## src/design/uer_pkg.sv

```systemverilog
// Package for the ultrasonic echo ranger: request/response payload structs,
// register indexes, reset values and sizing constants.
// No dependencies.
package uer_pkg;

   localparam int COUNT_WIDTH_DEF = 16;

   localparam int DIST_W      = 20;
   localparam int TRIG_LEN_W  = 10;
   localparam int TIMEOUT_W   = 16;
   localparam int CSR_INDEX_W = 8;
   localparam int CSR_DATA_W  = 20;

   // distance per echo tick in thousandths of a cm (36000 cm/s round trip)
   localparam int MILLICM_PER_TICK = 18;

   localparam logic [CSR_INDEX_W-1:0] CSR_TRIGGER_TICKS = 8'd0;
   localparam logic [CSR_INDEX_W-1:0] CSR_RISE_TIMEOUT  = 8'd1;
   localparam logic [CSR_INDEX_W-1:0] CSR_HIGH_TIMEOUT  = 8'd2;
   localparam logic [CSR_INDEX_W-1:0] CSR_MAX_DISTANCE  = 8'd3;

   localparam logic [TRIG_LEN_W-1:0] TRIGGER_TICKS_RST = 10'd10;
   localparam logic [TIMEOUT_W-1:0]  RISE_TIMEOUT_RST  = 16'd20000;
   localparam logic [TIMEOUT_W-1:0]  HIGH_TIMEOUT_RST  = 16'd40000;
   localparam logic [DIST_W-1:0]     MAX_DISTANCE_RST  = 20'd400000;

   typedef struct packed {
      logic start_req;
      logic echo;
   } req_type;

   typedef struct packed {
      logic              trigger;
      logic              done_res;
      logic [DIST_W-1:0] distance;
      logic              timed_out;
      logic              busy_res;
   } rsp_type;

endpackage

```

## src/design/ultrasonic_echo_ranger_core.sv

```systemverilog
// Top level of the ultrasonic echo ranger: trigger/echo phase control, tick
// counter, distance scaling and clamp, response register and CSR bank.
// Depends on uer_pkg.
//
//   Channel | Direction | Handshake            | Payload
//   --------+-----------+----------------------+---------------------------
//   req_    | in        | req_valid/req_stall  | req_type  (start_req, echo)
//   rsp_    | out       | rsp_valid/rsp_stall  | rsp_type  (trigger .. busy)
//   csr_    | in        | csr_valid/csr_ready  | csr_index, csr_data
//
// One request (one microsecond tick) per clock unless stalled; each request
// yields exactly one response in the next cycle, set by the single response register.
// The request side stalls only while a held response is itself stalled.
// Reset (synchronous, active high) returns to idle with a zero tick count
// and loads the CSR reset values. CSR writes are always ready.
module ultrasonic_echo_ranger_core
   import uer_pkg::*;
#(
   parameter int COUNT_WIDTH = COUNT_WIDTH_DEF
) (
   input  logic                   clock,
   input  logic                   reset,
   input  logic                   req_valid,
   output logic                   req_stall,
   input  req_type                req_data,
   output logic                   rsp_valid,
   input  logic                   rsp_stall,
   output rsp_type                rsp_data,
   input  logic                   csr_valid,
   output logic                   csr_ready,
   input  logic [CSR_INDEX_W-1:0] csr_index,
   input  logic [CSR_DATA_W-1:0]  csr_data
);

   localparam logic [1:0] PH_IDLE = 2'd0;
   localparam logic [1:0] PH_TRIG = 2'd1;
   localparam logic [1:0] PH_WAIT = 2'd2;
   localparam logic [1:0] PH_HIGH = 2'd3;

   // compare width covering both the counter and the 16-bit timeouts
   localparam int CMP_W  = (COUNT_WIDTH > TIMEOUT_W) ? COUNT_WIDTH : TIMEOUT_W;
   // product width of count * 18, and compare width against max_distance
   localparam int PROD_W = COUNT_WIDTH + 5;
   localparam int DCMP_W = (PROD_W > DIST_W) ? PROD_W : DIST_W;

   localparam logic [COUNT_WIDTH-1:0] CNT_MAX = {COUNT_WIDTH{1'b1}};
   localparam logic [COUNT_WIDTH-1:0] CNT_ONE = {{(COUNT_WIDTH-1){1'b0}}, 1'b1};

   // CSR bank
   logic [TRIG_LEN_W-1:0] trigger_ticks_ff;
   logic [TIMEOUT_W-1:0]  rise_timeout_ff;
   logic [TIMEOUT_W-1:0]  high_timeout_ff;
   logic [DIST_W-1:0]     max_distance_ff;

   // measurement state
   logic [1:0]             phase_ff, phase_in;
   logic [COUNT_WIDTH-1:0] tick_count_ff, tick_count_in;

   // response register
   logic    rsp_valid_ff;
   rsp_type rsp_ff, rsp_in;

   logic req_fire;
   logic csr_fire;

   logic [TRIG_LEN_W-1:0]  tlen;
   logic [COUNT_WIDTH-1:0] cnt_inc;
   logic [CMP_W-1:0]       cnt_inc_x;
   logic [CMP_W-1:0]       tlen_x;
   logic [CMP_W-1:0]       rise_x;
   logic [CMP_W-1:0]       high_x;
   logic [PROD_W-1:0]      prod;
   logic [DIST_W-1:0]      dist_clamped;

   // Accept a new tick whenever the response register is free or draining.
   assign req_stall = rsp_valid_ff & rsp_stall;
   assign req_fire  = req_valid & ~req_stall;
   assign csr_ready = 1'b1;
   assign csr_fire  = csr_valid & csr_ready;

   assign rsp_valid = rsp_valid_ff;
   assign rsp_data  = rsp_ff;

   // A zero trigger length acts as one tick.
   assign tlen = (trigger_ticks_ff == '0) ? {{(TRIG_LEN_W-1){1'b0}}, 1'b1}
                                          : trigger_ticks_ff;

   // Saturating increment of the tick counter.
   assign cnt_inc   = (tick_count_ff == CNT_MAX) ? CNT_MAX : tick_count_ff + CNT_ONE;
   assign cnt_inc_x = CMP_W'(cnt_inc);
   assign tlen_x    = CMP_W'(tlen);
   assign rise_x    = CMP_W'(rise_timeout_ff);
   assign high_x    = CMP_W'(high_timeout_ff);

   // Echo width times 18 as shift-add, then clamp to max_distance.
   assign prod = (PROD_W'(tick_count_ff) << 4) + (PROD_W'(tick_count_ff) << 1);
   assign dist_clamped = (DCMP_W'(prod) > DCMP_W'(max_distance_ff))
                         ? max_distance_ff : DIST_W'(prod);

   always_comb begin
      phase_in         = phase_ff;
      tick_count_in    = tick_count_ff;
      rsp_in           = '0;
      unique case (phase_ff)
         PH_IDLE: begin
            if (req_data.start_req) begin
               rsp_in.trigger  = 1'b1;
               rsp_in.busy_res = 1'b1;
               if (tlen == {{(TRIG_LEN_W-1){1'b0}}, 1'b1}) begin
                  phase_in      = PH_WAIT;
                  tick_count_in = '0;
               end else begin
                  phase_in      = PH_TRIG;
                  tick_count_in = CNT_ONE;
               end
            end
         end
         PH_TRIG: begin
            rsp_in.trigger  = 1'b1;
            rsp_in.busy_res = 1'b1;
            if (cnt_inc_x >= tlen_x || cnt_inc == CNT_MAX) begin
               phase_in      = PH_WAIT;
               tick_count_in = '0;
            end else begin
               tick_count_in = cnt_inc;
            end
         end
         PH_WAIT: begin
            if (req_data.echo) begin
               rsp_in.busy_res = 1'b1;
               phase_in        = PH_HIGH;
               tick_count_in   = CNT_ONE;
            end else if (cnt_inc_x > rise_x || cnt_inc == CNT_MAX) begin
               // echo never rose: report the ceiling with the timeout flag
               rsp_in.done_res  = 1'b1;
               rsp_in.timed_out = 1'b1;
               rsp_in.distance  = max_distance_ff;
               phase_in         = PH_IDLE;
               tick_count_in    = '0;
            end else begin
               rsp_in.busy_res = 1'b1;
               tick_count_in   = cnt_inc;
            end
         end
         PH_HIGH: begin
            if (!req_data.echo) begin
               // echo fell: width is the current count
               rsp_in.done_res = 1'b1;
               rsp_in.distance = dist_clamped;
               phase_in        = PH_IDLE;
               tick_count_in   = '0;
            end else if (cnt_inc_x > high_x || cnt_inc == CNT_MAX) begin
               rsp_in.done_res  = 1'b1;
               rsp_in.timed_out = 1'b1;
               rsp_in.distance  = max_distance_ff;
               phase_in         = PH_IDLE;
               tick_count_in    = '0;
            end else begin
               rsp_in.busy_res = 1'b1;
               tick_count_in   = cnt_inc;
            end
         end
         default: begin
            phase_in = PH_IDLE;
         end
      endcase
   end

   // Advance state and load the response only on an accepted request.
   always_ff @(posedge clock) begin
      if (reset) begin
         phase_ff      <= PH_IDLE;
         tick_count_ff <= '0;
         rsp_valid_ff  <= 1'b0;
      end else begin
         if (req_fire) begin
            phase_ff      <= phase_in;
            tick_count_ff <= tick_count_in;
            rsp_valid_ff  <= 1'b1;
         end else if (!rsp_stall) begin
            rsp_valid_ff  <= 1'b0;
         end
      end
   end

   // Response payload: hold while stalled, no reset needed.
   always_ff @(posedge clock) begin
      if (req_fire) begin
         rsp_ff <= rsp_in;
      end
   end

   // CSR writes; drop unknown indexes and surplus data bits.
   always_ff @(posedge clock) begin
      if (reset) begin
         trigger_ticks_ff <= TRIGGER_TICKS_RST;
         rise_timeout_ff  <= RISE_TIMEOUT_RST;
         high_timeout_ff  <= HIGH_TIMEOUT_RST;
         max_distance_ff  <= MAX_DISTANCE_RST;
      end else if (csr_fire) begin
         unique case (csr_index)
            CSR_TRIGGER_TICKS: trigger_ticks_ff <= csr_data[TRIG_LEN_W-1:0];
            CSR_RISE_TIMEOUT:  rise_timeout_ff  <= csr_data[TIMEOUT_W-1:0];
            CSR_HIGH_TIMEOUT:  high_timeout_ff  <= csr_data[TIMEOUT_W-1:0];
            CSR_MAX_DISTANCE:  max_distance_ff  <= csr_data[DIST_W-1:0];
            default: ;
         endcase
      end
   end

   // A finished measurement always leaves the block idle.
   a_done_goes_idle: assert property (@(posedge clock) disable iff (reset)
      req_fire && rsp_in.done_res |=> phase_ff == PH_IDLE)
      else $error("phase not idle after done");

   // An accepted request always produces a response next cycle.
   a_req_gives_rsp: assert property (@(posedge clock) disable iff (reset)
      req_fire |=> rsp_valid_ff)
      else $error("accepted request lost");

   a_done_not_busy: assert property (@(posedge clock) disable iff (reset)
      rsp_valid_ff |-> !(rsp_ff.done_res && rsp_ff.busy_res))
      else $error("done and busy together");

   a_idle_fields_zero: assert property (@(posedge clock) disable iff (reset)
      rsp_valid_ff && !rsp_ff.done_res |-> rsp_ff.distance == '0 && !rsp_ff.timed_out)
      else $error("result fields set without done");

   a_trigger_busy: assert property (@(posedge clock) disable iff (reset)
      rsp_valid_ff && rsp_ff.trigger |-> rsp_ff.busy_res)
      else $error("trigger driven while not busy");

endmodule

```

## config.mk

```make
export PLATFORM = sky130hd
export DESIGN_NAME = ultrasonic_echo_ranger_core
export DESIGN_NICKNAME = d
export VERILOG_FILES = /design/src/design/uer_pkg.sv /design/src/design/ultrasonic_echo_ranger_core.sv
export SDC_FILE = /design/constraint.sdc
export NUM_CORES = 1
export LEC_CHECK = 0
export ABC_CLOCK_PERIOD_IN_PS = 5500
export BUFFER_PORTS_ARGS = -buffer_cell sky130_fd_sc_hd__buf_2
export CORE_MARGIN = 1
export CORE_UTILIZATION = 59
export DETAILED_ROUTE_END_ITERATION = 6
export GPL_ROUTABILITY_DRIVEN = 1
export PLACE_DENSITY = 0.81
export SLEW_MARGIN = 20
export SYNTH_ARGS = -nofsm -noshare
export SYNTH_HDL_FRONTEND = slang
export SYNTH_SLANG_ARGS = --single-unit
```

## constraint.sdc

```tcl
create_clock -name clock -period 5.5 [get_ports clock]
set_clock_uncertainty 0.05 [all_clocks]
set_input_delay 0.275 -clock clock [delete_from_list [all_inputs] [get_ports clock]]
set_output_delay 0.275 -clock clock [all_outputs]
set_load 0.05 [all_outputs]
```

======== Yosys cells after proc, flatten, opt, wreduce, memory -nomap -nowiden ========
Index checks and enable logic that the tools add are counted.
storage, ports and cells
  memory bits (read-only) ................. 0
  latch bits .............................. 0
  memories kept ........................... 0
  RAM bits ................................ 0
  logic and storage cells ................. 80
  register bits after elaboration ......... 105
  input port bits ......................... 35
  output and inout bits ................... 27
cells by class
  reduce and logical (&&, ||, !) cells .... 12
  shift operators ......................... 0
  equality and inequality tests ........... 14
  add/sub/neg operators ................... 2
  bitwise gates (word level) .............. 3
  multipliers ............................. 0
  multiplexer cells ....................... 33
  magnitude comparators ................... 4
  div/mod/pow operators ................... 0
operators with widths
  cell                                            count
  two-way mux 16 bit                              7
  two-way mux 22 bit                              3
  one-hot mux 16 bit (4 select lines)             1
  one-hot mux 22 bit (2 select lines)             1
  == test 16 bit, second input constant           2
  greater-than comparator 16 bit                  2
  adder 20 x 17 -> 21 bit                         1
  greater-than comparator 21 x 20 -> 1 bit        1
  two-way mux 21 bit                              1
  two-way mux 20 bit                              1
  adder 16 x 1 -> 16 bit, second input constant   1
  == test 8 x 2 -> 1 bit, second input constant   2
  >= comparator 16 x 10 -> 1 bit                  1
  two-way mux 2 bit                               8
  == test 10 x 1 -> 1 bit, second input constant  1
  logical NOT 10 bit                              1
  two-way mux 10 bit                              1
  AND reduction 2 bit                             5
  == test 8 x 1 -> 1 bit, second input constant   1
  logical NOT 8 bit                               1
  one-hot mux 2 bit (4 select lines)              1
  two-way mux 1 bit                               7
  != test 3 bit, second input constant            2
  AND reduction 5 bit                             1
  10 further kinds                                15

======== Logic depth before layout (Yosys ltp) ========
Gate-level depths: netlist of run 1.
  depth after elaboration ................. 7
  gate-level depth with buffers ........... 21
  mapped depth without buffers ............ 19

======== Worst setup path before layout of run 1 ========
Ideal clock, no wire load.
  path kind ............................... reg-to-reg
  start point ............................. register tick_count_ff[6]
  end point ............................... register rsp_ff (netlist bit rsp_data[10]), data pin
  path buffers ............................ 2
  cell stages (with the launch flop) ...... 18
  period minus slack after synthesis ...... 4499 ps
  arrival ................................. 4317 ps
  required time ........................... 5318 ps
  setup slack ............................. 1001 ps
  setup time .............................. 132 ps
  path through ............................ dfxtp_1 ha_1 and3_1 a221o_1 o221ai_1 a21oi_1 o21ai_0 a21oi_1 xor2_1 ha_1 nand3_1 or4_1 nor3_1 o32a_1 and3_1 buf_1 clkbuf_1 a22o_1
RTL lines
  what                    line                                source
  start, declared         ultrasonic_echo_ranger_core.sv:57   logic [COUNT_WIDTH-1:0] tick_count_ff, tick_count_in;
  start signal, assigned  ultrasonic_echo_ranger_core.sv:178  tick_count_ff <= tick_count_in;
  end signal, assigned    ultrasonic_echo_ranger_core.sv:189  rsp_ff <= rsp_in;
  end, declared           ultrasonic_echo_ranger_core.sv:61   rsp_type rsp_ff, rsp_in;

==> results.md, run 1 <==
* Top cell type's share of synthesized area at 23.9%
* Sink Count at 105
* HP Start: csr_data[17]
* PD cells at 217 nW/um^2
* Critical R2R Launch: tick_count_ff[3]$_SDFFE_PP0P_
* Synth area leader: dfxtp_1
* EDFF count, synth at 24
* Top cells by area, synth: dfxtp_1 (24%), ha_1 (14%), edfxtp_1 (11%)
* IO buf count at 60
* Synth warn at 0
* Ant diodes at 0
* Area Growth Syn to Fin at 9.61%
* Initial Util at 61.5%
* Worst-skew pair later-pin latency at 0.36 ns
* # hold bufs at CTS at 0
* CP arrival at 5.18 ns
* Peak Freq at 0.195 GHz
* Synth cell types at 70
* GPL Wtd Cong at 0.937
* Total wire length at 18.5 mm
* Vias in the first global route at 5,913
* CP startpoint kind: register
* CP required at 5.56 ns
* Worst-margin pin slew at 1.07 ns
* Sequential fraction of the synthesis area at 34.5%
* Rows at 38
* Layout cells sized above 1 at 11.4%
* Worst-path fanout max at 19
* DP HPWL at 13.9 mm
* Vias at 6,064
* Io pins at 62
* Worst reg2reg endpoint: rsp_data[3]$_DFFE_PP_
* Period utilisation layout at 93.1%
* Die W at 109 um
* Mean post-synth cell area at 8.54 sq um
* Hold WS at 0.0710 ns
* VDD IR max at 0.000198 V
* TritonCTS Buffers at 9
* Die ar. at 11,900 sq um
* Sum Neg Setup Slack at 0 ns
* RSZ-0062 raised after global routing: no
* Final ANT Viol Nets at 0
* Final #Nets at 943
* Die span in y at 109 um
* Slew headroom at 28.5%
* Total grt overflow at 0
* Worst reg2reg path depth at 19
* Outcome: complete, no violations
* Kind of critical path: reg -> reg
* Clock slew at reported path FFs at 0.07 ns
* Setup Viol. Count Final at 0
* Hold path depth at 3
* Final hold vios at 0
* Yosys reg bits at 105
* Initial antenna violation count at 0
* Post-cts gate resize count at 0
* Initial DRC count at 523
* CP Capture Type: register
* Largest net degree at the start of global routing at 71
* Worst-case clock buffer depth at 2
* First-pass GRT wire length at 29.4 mm
* Min-Delay Endpoint: max_distance_ff[17]$_SDFFE_PP1P_
* Worst hold path type: in -> reg
* DRC Markers at 0
* GRT Util Overall at 32.6%
* Share of flip-flops with an asynchronous set or reset at 0%
* Vias/cell at 6.21
* First-pass DRT Iterations at 6
* Slew Viols, Final at 0
* Leakage at 3.41 nW
* Wirelength per Cell at 18.9 um
* Post-CTS setup buffer count at 0
* Final min period at 5.12 ns
* Top_reg_cell synth: dfxtp_1
* Max-cap violations at 0
* CTS tree: done
* Worst R2R Setup Slack at 0.38 ns
* Clock root buffer: clkbuf_16
* Post-Synthesis Cell Area at 6780 sq um
* Core Box Area at 11,000 sq um
* Net Count, Synth at 905
* Mapped Cells at 794
* Htree depth at 3
Yosys cell counts, types with 4 or more instances:
library cell / instances
clkbuf_1: 23
a211o_1: 15
and2_1: 4
a31oi_1: 6
nor3_1: 12
o21ai_0: 21
buf_2: 7
nand4_1: 18
a21o_1: 10
and3_1: 10
or4_1: 4
nand2b_1: 7
nor2b_1: 7
o21a_1: 5
xnor2_1: 7
dfxtp_1: 81
a21oi_1: 58
inv_1: 82
nand3_1: 14
nor2_1: 66
mux2i_1: 23
a211oi_1: 4
xor2_1: 8
ha_1: 75
nand2_1: 99
edfxtp_1: 24
a22o_1: 29
nand3b_1: 7
o211ai_1: 4
nor4_1: 6
logic make-up (layout without fill, tap and decap cells):
group | Yosys count | in the layout | share of synthesized area (%)
other | 1 | 1 | 0.0553
multiplexers | 24 | 24 | 3.56
adder cells (fa/ha/maj) | 76 | 76 | 14.1
XOR/XNOR | 15 | 15 | 1.94
AO/OA/AOI/OAI | 180 | 180 | 18.9
flip-flops | 105 | 105 | 34.5
AND/OR/NAND/NOR | 273 | 273 | 19.8
buffers and inverters | 120 | 163 | 7.12
where the power goes:
group          internal (mW)  switching [mW]
Sequential             0.800          0.0101
Clock                  0.360           0.299
Combinational         0.0399           0.106
metrics by stage:
step	total power [mW]	utilization, %	cells	worst slack [ns]	instance area, sq um
final	1.62	67.4	977	0.380	7430
after global routing	1.66	67.4	977	0.101	7430
after CTS	1.61	67.3	976	0.247	7420
after detailed placement	0.970	64.6	960	0.269	7120
after global placement	0.965	64.5	960	0.354	7120
after floorplan	0.921	-	794	1.00	6780
layer usage:
layer	routed length (um)	GRT usage [%]
met2	8780	55.5
met1	7480	38.6
met4	810	17.8
met3	1390	6.28
met5	0	0
final cells by class:
type | instances | area (sq um)
Clock inverter | 3 | 20.0
Tap cell | 140 | 175
Multi-Input combinational cell | 569 | 3960
Fill cell | 909 | 3600
Clock buffer | 13 | 282
Sequential cell | 105 | 2340
Inverter | 82 | 308
Timing Repair Buffer | 65 | 344
state kept, by name, indices dropped and copies added (netlist names):
signal,count
tick_count_ff,16
trigger_ticks_ff,10
rsp_data,24
max_distance_ff,20
rsp_valid,1
rise_timeout_ff,16
phase_ff,2
high_timeout_ff,16
critical path, cell delays in order (launching register included):
cell	delay, ns
dfxtp_1	0.56
ha_1	0.24
inv_1	0.06
fa_1	0.40
nor2b_1	0.19
o31a_1	0.25
o221ai_1	0.20
a41oi_1	0.30
a21oi_1	0.17
nor2_1	0.13
xor2_1	0.25
ha_1	0.30
a21o_1	0.16
a211o_1	0.29
nor2_1	0.09
o311ai_0	0.14
nor3_1	0.19
o32a_1	0.30
o32ai_4	0.26
a22o_1	0.33
how the worst max path moves through the flow:
stage / depth (start not counted) / to / start
final: 19 / rsp_data[3]$_DFFE_PP_ / tick_count_ff[3]$_SDFFE_PP0P_
after detailed placement: 19 / rsp_data[3]$_DFFE_PP_ / tick_count_ff[0]$_SDFFE_PP0P_
after floorplan: 17 / rsp_data[10]$_DFFE_PP_ / tick_count_ff[6]$_SDFFE_PP0P_
after global routing: 19 / rsp_data[3]$_DFFE_PP_ / tick_count_ff[0]$_SDFFE_PP0P_
after CTS: 19 / rsp_data[3]$_DFFE_PP_ / tick_count_ff[0]$_SDFFE_PP0P_
after global placement: 15 / rsp_data[3]$_DFFE_PP_ / tick_count_ff[5]$_SDFFE_PP0P_
placed cells by master, fill, tap and decap left out, drive strengths merged, types with 11 or more instances in the layout:
master  count
nand4      19
o21ai      21
nand2      99
inv        83
and3       11
dfxtp      81
mux2i      23
nor2       66
buf        65
edfxtp     24
nor3       12
ha         75
nand3      14
a211o      15
a21oi      58
clkbuf     13
a22o       29
(Power assumes the default switching activity.)
==> inputs of run 2 (changes only) <==
CTS_BUF_LIST = sky130_fd_sc_hd__clkbuf_2 sky130_fd_sc_hd__clkbuf_4 sky130_fd_sc_hd__clkbuf_8   (was unset)
==> results.md, run 2 (same netlist as run 1, synthesis figures left out) <==
* Wirelength per Cell at 18.8 um
* CP required at 5.71 ns
* Total wire length at 18.3 mm
* Critical Path Stages at 19
* Vias/cell at 6.20
* First-pass DRT Iterations at 7
* CTS tree: done
* Kind of critical path: reg -> reg
* Core Box Area at 11,000 sq um
* Total grt overflow at 0
* Clock root buffer: clkbuf_8
* Critical R2R Launch: tick_count_ff[0]$_SDFFE_PP0P_
* HP Start: csr_data[17]
* Final ANT Viol Nets at 0
* Slew Viols, Final at 0
* Worst reg2reg path depth at 19
* Crit-path max cell delay at 0.56 ns
* Outcome: complete, no violations
* Slew headroom at 28.9%
* FILL cells at 929
* Initial DRC count at 457
* Commonest non-fill, non-tap cell in the layout: nand2_1
* Worst-skew pair later-pin latency at 0.40 ns
* GPL Wtd Cong at 0.937
* CP arrival at 5.33 ns
* Period utilisation layout at 93.1%
* DP Area at 7120 sq um
* VDD IR max at 0.000195 V
* Worst hold path type: in -> reg
* Io pins at 62
* Leakage at 3.37 nW
* Worst R2R Setup Slack at 0.38 ns
* Peak Freq at 0.195 GHz
* IO buf count at 60
* Commonest cells after routing, fill and taps aside: nand2_1 (99), inv_1 (82), dfxtp_1 (81)
* Min-Delay Endpoint: max_distance_ff[17]$_SDFFE_PP1P_
* Max FFs per register at 24
* Post-Layout Inst Area at 7340 sq um
* Vias at 6,060
* Initial antenna violation count at 0
* Largest delay contributor family on the critical path: compound AO/OA/AOI/OAI gates
* Hold path depth at 3
* Vias in the first global route at 5,913
* Sink Count at 105
* Die span in y at 109 um
* Setup WS post-layout at 0.377 ns
* CP Capture Type: register
* Final min period at 5.12 ns
* RSZ-0062 raised after global routing: no
* DRC Markers at 0
* Worst slack at placement at 0.269 ns
* Setup Viol. Count Final at 0
* Worst-path fanout max at 19
* Worst reg2reg endpoint: rsp_data[3]$_DFFE_PP_
* Worst-margin pin slew at 1.06 ns
* Buf/Inv on CP at 1
* Clock slew at reported path FFs at 0.10 ns
* Critical path's slowest cell: dfxtp_1
* Layout cells sized above 1 at 11.5%
* Initial Util at 61.5%
* DP HPWL at 13.9 mm
* Die ar. at 11,900 sq um
* Area Growth Syn to Fin at 8.25%
* Die W at 109 um
* PD cells at 201 nW/um^2
* Max-cap violations at 0
* Worst-case clock buffer depth at 2
* Cell Chain, Critical Path: ha_1, inv_1, fa_1, nor2b_1, o31a_1, o221ai_1, a41oi_1, a21oi_1, nor2_1, xor2_1, ha_1, a21o_1, a211o_1, nor2_1, o311ai_0, nor3_1, o32a_1, and3_2, a22o_1
* Final hold vios at 0
* GRT Util Overall at 32.5%
* Ant diodes at 0
* Rows at 38
* Post-CTS setup buffer count at 0
* TritonCTS Buffers at 9
* Sum Neg Setup Slack at 0 ns
* Htree depth at 3
* Largest net degree at the start of global routing at 71
* Final #Nets at 943
* CP startpoint kind: register
* First-pass GRT wire length at 29.2 mm
-- run 2: area by class of cell --
| cell class | count | area (sq um) | share of cell area, % |
|---|---|---|---|
| inverters | 82 | 308 | 4.19 |
| multi-input cells | 569 | 3960 | 54.0 |
| well taps | 140 | 175 | 2.39 |
| clock buffers | 12 | 159 | 2.16 |
| clock inverters | 4 | 50.0 | 0.682 |
| flip-flops and latches | 105 | 2340 | 31.9 |
| repair buffers | 65 | 344 | 4.69 |
-- run 2: worst max-delay path by stage --
| stage | start | to | slack [ns] |
|---|---|---|---|
| 2_1_floorplan | tick_count_ff[6]$_SDFFE_PP0P_ | rsp_data[10]$_DFFE_PP_ | 1.00 |
| 3_3_place_gp | tick_count_ff[5]$_SDFFE_PP0P_ | rsp_data[3]$_DFFE_PP_ | 0.35 |
| 3_5_place_dp | tick_count_ff[0]$_SDFFE_PP0P_ | rsp_data[3]$_DFFE_PP_ | 0.27 |
| 4_1_cts | tick_count_ff[0]$_SDFFE_PP0P_ | rsp_data[3]$_DFFE_PP_ | 0.24 |
| 5_1_grt | tick_count_ff[0]$_SDFFE_PP0P_ | rsp_data[3]$_DFFE_PP_ | 0.09 |
| 6_report | tick_count_ff[0]$_SDFFE_PP0P_ | rsp_data[3]$_DFFE_PP_ | 0.38 |
-- run 2: per-layer routing --
layer	global-route usage, %	share of wire [%]
met1	38.4	41
met5	0	0
met2	54.2	47
met3	5.68	6.7
met4	21.2	5.6
-- run 2: worst register-to-register path, cell delays in order, from the launching register on --
cell and delay, ns:
dfxtp_1 0.56, ha_1 0.25, inv_1 0.06, fa_1 0.41, nor2b_1 0.20, o31a_1 0.24, o221ai_1 0.20, a41oi_1 0.30
a21oi_1 0.16, nor2_1 0.13, xor2_1 0.26, ha_1 0.30, a21o_1 0.16, a211o_1 0.29, nor2_1 0.10, o311ai_0 0.13
nor3_1 0.18, o32a_1 0.29, and3_2 0.49, a22o_1 0.22
-- run 2: what timing repair did --
item / CTS / global route
hold buffers: 0 / 0
resized for setup: 0 / 1
endpoints found under the setup margin: 0 / 19
-- run 2: power breakdown --
part	total, mW	leakage [nW]	switching, mW	internal, mW
logic	0.146	2.37	0.106	0.0398
clock network	0.517	0.110	0.276	0.241
registers	0.810	0.896	0.0102	0.800
total	1.47	3.37	0.392	1.08
-- run 2: through the flow --
step,hold WS (ns),instances,utilization [%],total power [mW]
2_1_floorplan,0.343,794,-,0.921
3_3_place_gp,0.395,960,64.5,0.965
3_5_place_dp,0.398,960,64.6,0.970
4_1_cts,0.0234,976,66.4,1.48
5_1_grt,0.0470,977,66.6,1.52
6_report,0.0364,977,66.6,1.47
